$ cat config.mk
export PLATFORM = sky130hd
export DESIGN_NAME = frame_interval_averager
export DESIGN_NICKNAME = d
export VERILOG_FILES = /design/src/hdl/fai_pkg.sv /design/src/hdl/fai_ring.sv /design/src/hdl/fai_div.sv /design/src/hdl/frame_interval_averager.sv
export VERILOG_INCLUDE_DIRS = /design/src /design/src/hdl
export SDC_FILE = /design/constraint.sdc
export NUM_CORES = 2
export LEC_CHECK = 0
export BUFFER_PORTS_ARGS = -buffer_cell sky130_fd_sc_hd__buf_2
export CAP_MARGIN = 20
export CORE_ASPECT_RATIO = 2
export CORE_MARGIN = 2
export CORE_UTILIZATION = 60
export CTS_BUF_LIST = sky130_fd_sc_hd__clkbuf_8 sky130_fd_sc_hd__clkbuf_16
export DETAILED_ROUTE_END_ITERATION = 10
export GPL_TIMING_DRIVEN = 1
export PLACE_DENSITY_LB_ADDON = 0.08
export SKIP_CTS_REPAIR_TIMING = 1
export SYNTH_ARGS = -nofsm -noshare
export SYNTH_HDL_FRONTEND = slang
export SYNTH_SLANG_ARGS = --single-unit
$ cat constraint.sdc
create_clock -name clk -period 7.55 [get_ports clk]
set_input_delay 0.755 -clock clk [delete_from_list [all_inputs] [get_ports clk]]
set_output_delay 0.755 -clock clk [all_outputs]
set_load 0.005 [all_outputs]
$ cat src/hdl/frame_interval_averager_assert.svh
// ----------------------------------------------------------------------------
// Frame interval averager assertion macros
// Shared clocked assertion forms used by the averager RTL.
// ----------------------------------------------------------------------------
`ifndef FRAME_INTERVAL_AVERAGER_ASSERT_SVH
`define FRAME_INTERVAL_AVERAGER_ASSERT_SVH

// A property that must hold at every clock edge outside reset.
`define FAI_ASSERT_ALWAYS(lbl, clk, rst_n, prop, msg) \
	lbl: assert property (@(posedge clk) disable iff (!rst_n) (prop)) else $error(msg);

// A cause that must be followed by an effect in the next cycle.
`define FAI_ASSERT_NEXT(lbl, clk, rst_n, cause, effect, msg) \
	lbl: assert property (@(posedge clk) disable iff (!rst_n) (cause) |=> (effect)) \
		else $error(msg);

`endif

$ cat src/hdl/fai_pkg.sv
// ----------------------------------------------------------------------------
// Frame interval averager package
// Widths, reset constants and the divider status type shared by the block.
// ----------------------------------------------------------------------------
`default_nettype none

package fai_pkg;

	// Width of intervals, averages and rates in timer ticks.
	localparam int unsigned DATA_W = 32;

	// Default number of intervals in the averaging window.
	localparam int unsigned WINDOW_DEPTH_DEF = 64;

	// Width of the one-second accumulator; it stays below twice a 32-bit limit.
	localparam int unsigned ACC_W = 34;

	// Reset value of the ticks-per-second register.
	localparam logic [DATA_W-1:0] TPS_RESET = 32'd1000000;

	// Status reported by the serial divider to the sequencer.
	typedef struct packed {
		logic busy;
		logic done;
	} div_status_t;

endpackage

`default_nettype wire

$ cat src/hdl/fai_ring.sv
// ----------------------------------------------------------------------------
// Interval ring memory
// One write port and one read port with registered read data.
// ----------------------------------------------------------------------------
`default_nettype none

module fai_ring #(
	parameter int unsigned DEPTH  = fai_pkg::WINDOW_DEPTH_DEF,
	parameter int unsigned ADDR_W = $clog2(DEPTH)
) (
	input  wire logic                      clk,
	input  wire logic                      wr_en,
	input  wire logic [ADDR_W-1:0]         wr_addr,
	input  wire logic [fai_pkg::DATA_W-1:0] wr_data,
	input  wire logic                      rd_en,
	input  wire logic [ADDR_W-1:0]         rd_addr,
	output logic      [fai_pkg::DATA_W-1:0] rd_data
);

	logic [fai_pkg::DATA_W-1:0] mem_q [DEPTH];

	// Write port.
	always_ff @(posedge clk) begin
		if (wr_en) begin
			mem_q[wr_addr] <= wr_data;
		end
	end

	// Read port; data holds until the next read.
	always_ff @(posedge clk) begin
		if (rd_en) begin
			rd_data <= mem_q[rd_addr];
		end
	end

endmodule

`default_nettype wire

$ cat src/hdl/fai_div.sv
// ----------------------------------------------------------------------------
// Serial divider
// Restoring division, one quotient bit per cycle, for the window mean.
// ----------------------------------------------------------------------------
`default_nettype none

module fai_div #(
	parameter int unsigned SUM_W = 38,
	parameter int unsigned CNT_W = 7
) (
	input  wire logic                       clk,
	input  wire logic                       arst_n,
	input  wire logic                       start,
	input  wire logic [SUM_W-1:0]           dividend,
	input  wire logic [CNT_W-1:0]           divisor,
	output logic      [fai_pkg::DATA_W-1:0] quotient,
	output fai_pkg::div_status_t            status
);

	localparam int unsigned STEP_W = $clog2(SUM_W + 1);

	logic [SUM_W-1:0]  quo_q;
	logic [CNT_W-1:0]  rem_q;
	logic [CNT_W-1:0]  dsr_q;
	logic [STEP_W-1:0] step_q;
	logic              busy_q;
	logic              done_q;
	logic [CNT_W:0]    trial;
	logic              fits;

	// Shift the next dividend bit into the partial remainder and try the divisor.
	assign trial = {rem_q, quo_q[SUM_W-1]};
	assign fits  = (trial >= {1'b0, dsr_q});

	// Control: step counter and completion pulse.
	always_ff @(posedge clk or negedge arst_n) begin
		if (!arst_n) begin
			busy_q <= 1'b0;
			done_q <= 1'b0;
			step_q <= '0;
		end else begin
			done_q <= 1'b0;
			if (start) begin
				busy_q <= 1'b1;
				step_q <= STEP_W'(SUM_W);
			end else if (busy_q) begin
				step_q <= step_q - 1'b1;
				if (step_q == STEP_W'(1)) begin
					busy_q <= 1'b0;
					done_q <= 1'b1;
				end
			end
		end
	end

	// Datapath: the quotient bits replace the dividend bits from the bottom.
	always_ff @(posedge clk) begin
		if (start) begin
			quo_q <= dividend;
			rem_q <= '0;
			dsr_q <= divisor;
		end else if (busy_q) begin
			quo_q <= {quo_q[SUM_W-2:0], fits};
			rem_q <= fits ? CNT_W'(trial - {1'b0, dsr_q}) : trial[CNT_W-1:0];
		end
	end

	// A mean never exceeds the largest interval, so the low bits hold it all.
	assign quotient    = quo_q[fai_pkg::DATA_W-1:0];
	assign status.busy = busy_q;
	assign status.done = done_q;

endmodule

`default_nettype wire

$ cat src/hdl/frame_interval_averager.sv
// The bit-serial divider produces one quotient bit of the window mean per cycle
// while busy, over SUM_W = 32 + clog2(WINDOW_DEPTH) dividend bits.
// The input is not ready while an interval is in work; a finished result may wait downstream.
// Reset (arst_n low) clears the window count, sum, average, rate counters and sets
// ticks_per_second to one million; the ring contents are left as they are.
// ----------------------------------------------------------------------------
// Frame interval averager
// Moving average of frame intervals with outlier rejection and a frame-rate
// counter over one-second windows, driven by a small sequencer.
// ----------------------------------------------------------------------------
`default_nettype none

module frame_interval_averager #(
	parameter int unsigned WINDOW_DEPTH = fai_pkg::WINDOW_DEPTH_DEF
) (
	input  wire logic        clk,
	input  wire logic        arst_n,
	// Configuration: ticks_per_second.
	input  wire logic        cfg_valid,
	output logic             cfg_ready,
	input  wire logic [31:0] cfg_data,
	// Input: [31:0] interval_ticks.
	input  wire logic        s_axis_tvalid,
	output logic             s_axis_tready,
	input  wire logic [31:0] s_axis_tdata,
	// Output: [31:0] average_interval, [63:32] frame_rate.
	output logic             m_axis_tvalid,
	input  wire logic        m_axis_tready,
	output logic [63:0]      m_axis_tdata,
	// Output: [0] sample_kept.
	output logic             m_axis_tuser
);

	`include "frame_interval_averager_assert.svh"

	localparam int unsigned DW    = fai_pkg::DATA_W;
	localparam int unsigned AW    = fai_pkg::ACC_W;
	localparam int unsigned PTR_W = $clog2(WINDOW_DEPTH);
	localparam int unsigned CNT_W = $clog2(WINDOW_DEPTH + 1);
	localparam int unsigned SUM_W = DW + PTR_W;

	typedef enum logic [2:0] {
		ST_IDLE,
		ST_TEST,
		ST_EVICT,
		ST_INSERT,
		ST_START,
		ST_DIV,
		ST_OUT
	} state_t;

	state_t                state_q;
	logic [DW-1:0]         tps_q;
	logic [DW-1:0]         interval_q;
	logic                  kept_q;
	logic [PTR_W-1:0]      wpos_q;
	logic [CNT_W-1:0]      count_q;
	logic [SUM_W-1:0]      sum_q;
	logic [DW-1:0]         avg_q;
	logic [DW-1:0]         frames_q;
	logic [AW-1:0]         acc_q;
	logic [DW-1:0]         rate_q;
	logic                  m_valid_q;
	logic [63:0]           m_data_q;
	logic                  m_user_q;

	logic                  in_req;
	logic                  out_req;
	logic                  cfg_req;
	logic                  full;
	logic [DW-1:0]         diff;
	logic                  ring_rd_en;
	logic                  ring_wr_en;
	logic [DW-1:0]         ring_rd_data;
	logic                  div_start;
	logic [DW-1:0]         div_quo;
	fai_pkg::div_status_t  div_stat;

	assign cfg_ready     = 1'b1;
	assign cfg_req       = cfg_valid && cfg_ready;
	assign s_axis_tready = (state_q == ST_IDLE);
	assign in_req        = s_axis_tvalid && s_axis_tready;
	assign out_req       = m_valid_q && m_axis_tready;
	assign m_axis_tvalid = m_valid_q;
	assign m_axis_tdata  = m_data_q;
	assign m_axis_tuser  = m_user_q;

	assign full       = (count_q == CNT_W'(WINDOW_DEPTH));
	assign diff       = (interval_q >= avg_q) ? (interval_q - avg_q) : (avg_q - interval_q);
	assign ring_rd_en = in_req;
	assign ring_wr_en = (state_q == ST_INSERT) && kept_q;
	assign div_start  = (state_q == ST_START) && (count_q != '0);

	// Ring of kept intervals; the oldest entry is read as the item is taken.
	fai_ring #(
		.DEPTH  (WINDOW_DEPTH),
		.ADDR_W (PTR_W)
	) u_ring (
		.clk     (clk),
		.wr_en   (ring_wr_en),
		.wr_addr (wpos_q),
		.wr_data (interval_q),
		.rd_en   (ring_rd_en),
		.rd_addr (wpos_q),
		.rd_data (ring_rd_data)
	);

	// Divider for the floor mean of the window.
	fai_div #(
		.SUM_W (SUM_W),
		.CNT_W (CNT_W)
	) u_div (
		.clk      (clk),
		.arst_n   (arst_n),
		.start    (div_start),
		.dividend (sum_q),
		.divisor  (count_q),
		.quotient (div_quo),
		.status   (div_stat)
	);

	// Input interval capture.
	always_ff @(posedge clk) begin
		if (in_req) begin
			interval_q <= s_axis_tdata;
		end
	end

	// Configuration register.
	always_ff @(posedge clk or negedge arst_n) begin
		if (!arst_n) begin
			tps_q <= fai_pkg::TPS_RESET;
		end else if (cfg_req) begin
			tps_q <= cfg_data;
		end
	end

	// Sequencer with window, rate and output registers.
	always_ff @(posedge clk or negedge arst_n) begin
		if (!arst_n) begin
			state_q   <= ST_IDLE;
			kept_q    <= 1'b0;
			wpos_q    <= '0;
			count_q   <= '0;
			sum_q     <= '0;
			avg_q     <= '0;
			frames_q  <= '0;
			acc_q     <= '0;
			rate_q    <= '0;
			m_valid_q <= 1'b0;
			m_data_q  <= '0;
			m_user_q  <= 1'b0;
		end else begin
			// Release the output once taken, unless a new result loads in the same cycle.
			if (out_req && (state_q != ST_OUT)) begin
				m_valid_q <= 1'b0;
			end
			unique case (state_q)
				ST_IDLE: begin
					if (in_req) begin
						state_q <= ST_TEST;
					end
				end
				// Outlier test against the old average; count the frame and accumulate the average.
				ST_TEST: begin
					kept_q <= (diff < tps_q);
					if (frames_q != '1) begin
						frames_q <= frames_q + 1'b1;
					end
					acc_q   <= acc_q + AW'(avg_q);
					state_q <= ST_EVICT;
				end
				// Drop the oldest interval when a kept one meets a full window; close the second if due.
				ST_EVICT: begin
					if (kept_q && full) begin
						sum_q <= sum_q - SUM_W'(ring_rd_data);
					end
					if (acc_q > AW'(tps_q)) begin
						rate_q   <= frames_q;
						frames_q <= '0;
						acc_q    <= '0;
					end
					state_q <= ST_INSERT;
				end
				// Add the kept interval and advance the write position.
				ST_INSERT: begin
					if (kept_q) begin
						sum_q <= sum_q + SUM_W'(interval_q);
						if (!full) begin
							count_q <= count_q + 1'b1;
						end
						if (wpos_q == PTR_W'(WINDOW_DEPTH - 1)) begin
							wpos_q <= '0;
						end else begin
							wpos_q <= wpos_q + 1'b1;
						end
					end
					state_q <= ST_START;
				end
				// An empty window averages to zero without dividing.
				ST_START: begin
					if (count_q == '0) begin
						avg_q   <= '0;
						state_q <= ST_OUT;
					end else begin
						state_q <= ST_DIV;
					end
				end
				ST_DIV: begin
					if (div_stat.done) begin
						avg_q   <= div_quo;
						state_q <= ST_OUT;
					end
				end
				// Hand the result over once the output register is free.
				ST_OUT: begin
					if (!m_valid_q || m_axis_tready) begin
						m_valid_q <= 1'b1;
						m_data_q  <= {rate_q, avg_q};
						m_user_q  <= kept_q;
						state_q   <= ST_IDLE;
					end
				end
				default: begin
					state_q <= ST_IDLE;
				end
			endcase
		end
	end

	// The window count never passes its depth.
	`FAI_ASSERT_ALWAYS(a_count_bound, clk, arst_n, count_q <= CNT_W'(WINDOW_DEPTH), "window count beyond depth")
	// The write position stays inside the ring.
	`FAI_ASSERT_ALWAYS(a_wpos_bound, clk, arst_n, wpos_q <= PTR_W'(WINDOW_DEPTH - 1), "write position outside ring")
	// The divider is only started on a non-empty window while idle.
	`FAI_ASSERT_ALWAYS(a_div_start, clk, arst_n, !div_start || ((count_q != '0) && !div_stat.busy), "divider started badly")
	// The accumulator stays below twice a full 32-bit second.
	`FAI_ASSERT_ALWAYS(a_acc_bound, clk, arst_n, !acc_q[AW-1], "second accumulator overflow")
	// After a divider start the sequencer waits in ST_DIV with the divider busy.
	`FAI_ASSERT_NEXT(a_div_wait, clk, arst_n, div_start, (state_q == ST_DIV) && div_stat.busy, "divider not awaited")

endmodule

`default_nettype wire

## After elaboration in Yosys (flattened, before gate mapping)

Memories as Yosys holds them, arrays and structs flattened. A register that Yosys moved wholly into a read port is not among the register bits.
Index checks and enable logic that the tools add are counted.

| storage, ports and cells | value |
|---|---|
| flip-flop bits (word level) | 375 |
| logic and storage cells | 113 |
| input bits | 69 |
| memory bits (writable) | 2,048 |
| output and inout bits | 68 |
| memories | 1 |

Memory list:

| memory | depth | width | read ports | clocked after Yosys merged registers in | wr ports | line | text |
|---|---|---|---|---|---|---|---|
| u_ring.mem_q | 64 | 32 | 1 | 1 | 1 | fai_ring.sv:20 | `logic [fai_pkg::DATA_W-1:0] mem_q [DEPTH];` |

| cells by class | value |
|---|---|
| reduce and logical (&&, ||, !) cells | 24 |
| $lt $le $gt $ge | 4 |
| mux-type cells | 34 |
| equal/unequal tests | 19 |
| add/sub/neg operators | 10 |
| bitwise operators | 1 |

Operators with widths:

| kind | count |
|---|---|
| $mux W32 | 5 |
| $mux W38 | 4 |
| $pmux W32 S2 | 2 |
| $pmux W38 S2 | 1 |
| $pmux W34 S2 | 1 |
| $sub A32 B32 Y32 | 2 |
| $add A38 B32 Y38 | 1 |
| $sub A38 B32 Y38 | 1 |
| $add A34 B32 Y34 | 1 |
| $gt A34 B32 Y1 | 1 |
| $mux W34 | 1 |
| $add A32 B1 Y32 const B | 1 |
| $ge A32 B32 Y1 | 1 |
| $lt A32 B32 Y1 | 1 |
| $ne A32 B32 Y1 const B | 1 |
| $pmux W3 S7 | 1 |
| $mux W6 | 3 |
| $reduce_and A3 Y1 | 5 |
| $mux W1 | 11 |
| $ne A2 B2 Y1 const B | 5 |
| $eq A3 B3 Y1 const B | 3 |
| $mux W3 | 3 |
| $ge A8 B7 Y1 | 1 |
| $reduce_and A2 Y1 | 4 |
| other kinds (21) | 32 |

## Logic depth before layout (Yosys ltp)

| logic depth | value |
|---|---|
| depth after elaboration | 5 |
| gate-level depth with buffers | 29 |
| depth with buffers taken out | 28 |

## Hierarchy

Synthesis repeated with hierarchy kept, for this count alone.

| second synthesis, totals | value |
|---|---|
| cell total of the unflattened synthesis | 5,944 |
| area total of the unflattened synthesis | 103,511.8 µm² |

By module, submodules not included:

| module | cells each | times used | area an instance (µm²) | seq. area each (µm²) |
|---|---|---|---|---|
| fai_ring | 3,324 | 1 | 78,835.6 | 62,459.9 |
| frame_interval_averager | 2,358 | 1 | 21,438.1 | 8,051.5 |
| fai_div | 262 | 1 | 3,238.1 | 1,691.6 |

## Least setup slack after synthesis

No wires, ideal clock.

| timing path | value |
|---|---|
| path kind | reg2reg |
| from | register interval_q[7] |
| to | register kept_q |
| data required time | 7.484 ns |
| setup time | 0.066 ns |
| path buffers | 4 |
| path slack | 1.384 ns |
| clock period less this slack | 6.166 ns |
| arrival | 6.101 ns |
| cell stages (with the launch flop) | 28 |
| cells stage by stage | edfxtp_1 > inv_1 > ha_1 > clkbuf_1 > a211oi_1 > o21ai_0 > o221ai_1 > a21oi_1 > a31o_2 > o31a_1 > a211oi_1 > buf_2 > buf_2 > buf_1 > mux2_2 > ha_1 > a21boi_0 > o21a_1 > o21a_1 > o21ai_0 > nand2b_1 > a211oi_1 > o21bai_1 > a221oi_1 > o31a_1 > o21ai_0 > nand4_1 > a22o_1 |

| between the ends | value |
|---|---|
| longest elaborated chain between the ends | 3 |
| elaborated cells on any way between the ends | 5 |
| those cells by class | add/sub: 2; order compare: 2; mux: 1 |

Ends and longest elaborated chain:

| what | line | text |
|---|---|---|
| start, declared | frame_interval_averager.sv:54 | `logic [DW-1:0] interval_q;` |
| start signal, assigned | frame_interval_averager.sv:125 | `interval_q <= s_axis_tdata;` |
| $sub A32 B32 Y32 / $ge A32 B32 Y1 (equally long branches) | frame_interval_averager.sv:89 | `assign diff = (interval_q >= avg_q) ? (interval_q - avg_q) : (avg_q - interval_q);` |
| $mux W32 (*) | frame_interval_averager.sv:89 |  |
| $lt A32 B32 Y1 (*) | frame_interval_averager.sv:166 | `kept_q <= (diff < tps_q);` |
| end signal, assigned | frame_interval_averager.sv:166 |  |
| end, declared | frame_interval_averager.sv:55 | `logic kept_q;` |

Every way passes the cells marked *; elsewhere a longest branch is shown, timed or not.
A chain may end at the register's enable or synchronous reset.

## Worst setup path in the final report

| timing path | value |
|---|---|
| from | register avg_q[0] |
| to | register kept_q |

| between the ends | value |
|---|---|
| longest elaborated chain between the ends | 3 |
| elaborated cells on any way between the ends | 5 |
| those cells by class | add/sub: 2; order compare: 2; mux: 1 |

Ends and longest elaborated chain:

| what | line | text |
|---|---|---|
| start, declared | frame_interval_averager.sv:59 | `logic [DW-1:0] avg_q;` |
| start signal, assigned | frame_interval_averager.sv:211 | `avg_q <= div_quo;` |
| $sub A32 B32 Y32 / $ge A32 B32 Y1 (equally long branches) | frame_interval_averager.sv:89 |  |
| $mux W32 (*) | frame_interval_averager.sv:89 |  |
| $lt A32 B32 Y1 (*) | frame_interval_averager.sv:166 |  |

Marks and branches as above.

==> flow_summary_export.csv <==
group,metric,value,unit
route,via_per_inst,6.95,
grt,grt.total_usage,0.370,
die,die_height,576,um
run_status,outcome,"completed",
die,num_rows,210,
setup_path,cp.required,8.35,ns
route,drt_iter0_markers,7520,
yosys,ys_seq_area_frac,0.735,
placed_design,place_inst,8533,
setup_path,crit_family,"compound AO/OA/AOI/OAI gates",
die,design.core.area,163000,um^2
timing,rsz0062_at_grt,"false",
timing,setup_ws,1.04,ns
power_and_ir_drop,powerDensity,232,nW/um^2
cells_and_area,finish.utilization,0.668,
route,avgRoutedWirePerCell,34.9,um
timing,setup_tns,0,ns
timing,setup_viol,0,
power_and_ir_drop,p_total,25.3,mW
yosys,syn_area,98200,um^2
cts,cts_tree,"done",
route,num_vias,62021,
timing,clock_skew,0.0461,ns
placed_design,dpl_worst_slack,1.08,ns
cells_and_area,final_cell_area,109000,um^2
die,io_pins,137,
power_and_ir_drop,max-vdd-ir-drop,0.214,mV
timing,whs,0.0755,ns
timing,hold_viol,0,
cts,insertion_delay,0.88,ns
route,drtPass1Iterations,8,
timing,post-route-period-util,0.862,
die,die_w,290,um
placed_design,gp_congestion,0.969,
yosys,syn_inst,6453,
power_and_ir_drop,p_leak,37.8,nW
cells_and_area,nNetsFinal,6908,
setup_path,critical_path.max_stage_delay,0.59,ns
yosys,avgSynthCellArea,15.2,um^2
die,dieArea,167000,um^2
flow_run,maxCapViolCount,0,
grt,first_global_vias,60625,
setup_path,end_kind,"flip-flop",
setup_path,cp_num_buf_inv,2,
timing,max-slew-margin-rel,0.234,
setup_path,crit_slowest_cell,"a211oi_4",
setup_path,worstPathMaxFanout,17,
yosys,synth-seq-cells,2455,
cells_and_area,drive_above_1_share,0.125,
route,route.detailed.drc,0,
yosys,synth_area_leaders,"edfxtp_1, dfrtp_1, a22oi_1",
yosys,synth_nets,6736,
grt,grt_max_degree,105,
cts,numCtsBuffers,207,
grt,overflow,0,
placed_design,place_hpwl,194,mm
yosys,synth_edf_count,2157,
placed_design,placed_area,102000,um^2
cts,clk_pin_slew,0.07,ns
cells_and_area,fin_cells,8922,
setup_path,cp_data_arrival_time,7.30,ns
die,initial_core_util,0.602,
timing,report.final.slew_viol_count,0,
cts,clk_path_buf_depth,4,
timing,fmax,154,MHz
setup_path,setup.worst_path.start_class,"flip-flop",
placed_design,portBuffers,135,
yosys,yosysWarnings,0,
cts,cts_max_level,4,
cts,clock-root-buffer,"clkbuf_16",
route,final_antenna_net_count,0,
yosys,synthFlopType,"edfxtp_1",
min_path,hp-class,"primary input to flip-flop",
grt,antenna_found_initial,34,
timing,tightest_slew,1.14,ns
setup_path,path_class,"flip-flop to flip-flop",
route,wirelength,311,mm
yosys,synth_top_cell_by_area,"edfxtp_1",
grt,grt_pass1_wl,438,mm
yosys,synth_top_area_frac,0.660,
yosys,yosysUniqueCellTypes,75,
yosys,async_flop_share,0.119,
cells_and_area,area_growth,11.1,%
cts,clock_sinks,2455,
timing,period_needed,6.51,ns
## layout make-up
| cell class | count | area, um^2 |
|---|---|---|
| diodes | 23 | 57.6 |
| clock buffers | 213 | 5310 |
| clock inverters | 150 | 1250 |
| fillers | 11273 | 54100 |
| inverters | 142 | 533 |
| multi-input cells | 3478 | 24600 |
| flip-flops and latches | 2455 | 72200 |
| well taps | 2120 | 2650 |
| repair buffers | 341 | 2440 |
## cells in the final DEF, fill, tap and decap left out, drive strengths merged, types with 209 or more instances in the layout
cell    count
nand2     419
o21ai     254
a31oi     231
clkbuf    213
edfxtp   2157
buf       340
nor2      212
ha        209
a22oi     592
a22o      219
dfrtp     284
a221oi    218
a21oi     235
## synth_stat cells (all sizes together), types with 4 or more instances
| library cell | instances |
|---|---|
| a211oi | 23 |
| a21boi | 5 |
| a21o | 90 |
| a21oi | 235 |
| a221o | 4 |
| a221oi | 218 |
| a22o | 219 |
| a22oi | 592 |
| a31oi | 231 |
| and2 | 12 |
| and3 | 33 |
| buf | 79 |
| clkbuf | 299 |
| dfrtp | 284 |
| dfstp | 7 |
| dfxtp | 7 |
| edfxtp | 2157 |
| fa | 5 |
| ha | 209 |
| inv | 142 |
| mux2 | 103 |
| mux2i | 12 |
| nand2 | 419 |
| nand2b | 33 |
| nand3 | 53 |
| nand3b | 10 |
| nand4 | 75 |
| nor2 | 212 |
| nor2b | 31 |
| nor3 | 31 |
| nor3b | 9 |
| nor4 | 54 |
| o211ai | 18 |
| o21a | 21 |
| o21ai | 254 |
| o21bai | 18 |
| o22ai | 19 |
| o31ai | 26 |
| or2 | 6 |
| or3 | 16 |
| or4 | 9 |
| xnor2 | 76 |
| xor2 | 55 |
## where the power goes
| part | switching, mW | total, mW | internal (mW) | leakage [nW] |
|---|---|---|---|---|
| registers | 0.00561 | 14.6 | 14.6 | 23.3 |
| logic | 0.131 | 0.178 | 0.0465 | 11.1 |
| clock network | 4.84 | 10.6 | 5.74 | 3.35 |
| total | 4.98 | 25.3 | 20.4 | 37.8 |
## state kept, by name, indices dropped and copies added (netlist names), 32 cells and up
| signal | count |
|---|---|
| frames_q | 32 |
| acc_q | 34 |
| rate_q | 32 |
| m_axis_tdata | 64 |
| avg_q | 32 |
| sum_q | 38 |
| interval_q | 32 |
| tps_q | 32 |
| u_ring.rd_data | 32 |
| u_ring.mem_q | 2048 |
| u_div.quo_q | 38 |
## cell families after synthesis
kind of cell | synth area share
multiplexers | 0.0130
buffers and inverters | 0.0200
AND/OR/NAND/NOR | 0.0481
AO/OA/AOI/OAI | 0.144
flip-flops | 0.735
adder cells (fa/ha/maj) | 0.0277
XOR/XNOR | 0.0117
other | 0.0000382
## worst paths after layout
check | slack, ns | cells past startpoint | startpoint | to
max | 1.04 | 25 | avg_q[0]$_DFFE_PN0P_ | kept_q$_DFFE_PN0P_
min | 0.08 | 1 | s_axis_tdata[18] | interval_q[18]$_DFFE_PP_
max reg2reg | 1.04 | 25 | avg_q[0]$_DFFE_PN0P_ | kept_q$_DFFE_PN0P_
min reg2reg | 0.48 | 1 | sum_q[37]$_DFFE_PN0P_ | sum_q[37]$_DFFE_PN0P_
max in group asynchronous | 5.36 | 4 | arst_n | rate_q[5]$_DFFE_PN0P_
min in group asynchronous | 0.48 | 2 | arst_n | count_q[3]$_DFFE_PN0P_
## metal layers
metal,vias to the layer above,part of all wire,track usage
met5,-,0.00038,0
met3,886,0.089,0.0563
li1,26083,-,-
met4,18,0.083,0.260
met1,31248,0.33,0.427
met2,3786,0.50,0.635
Note: power is estimated with default switching activity, not from simulation.
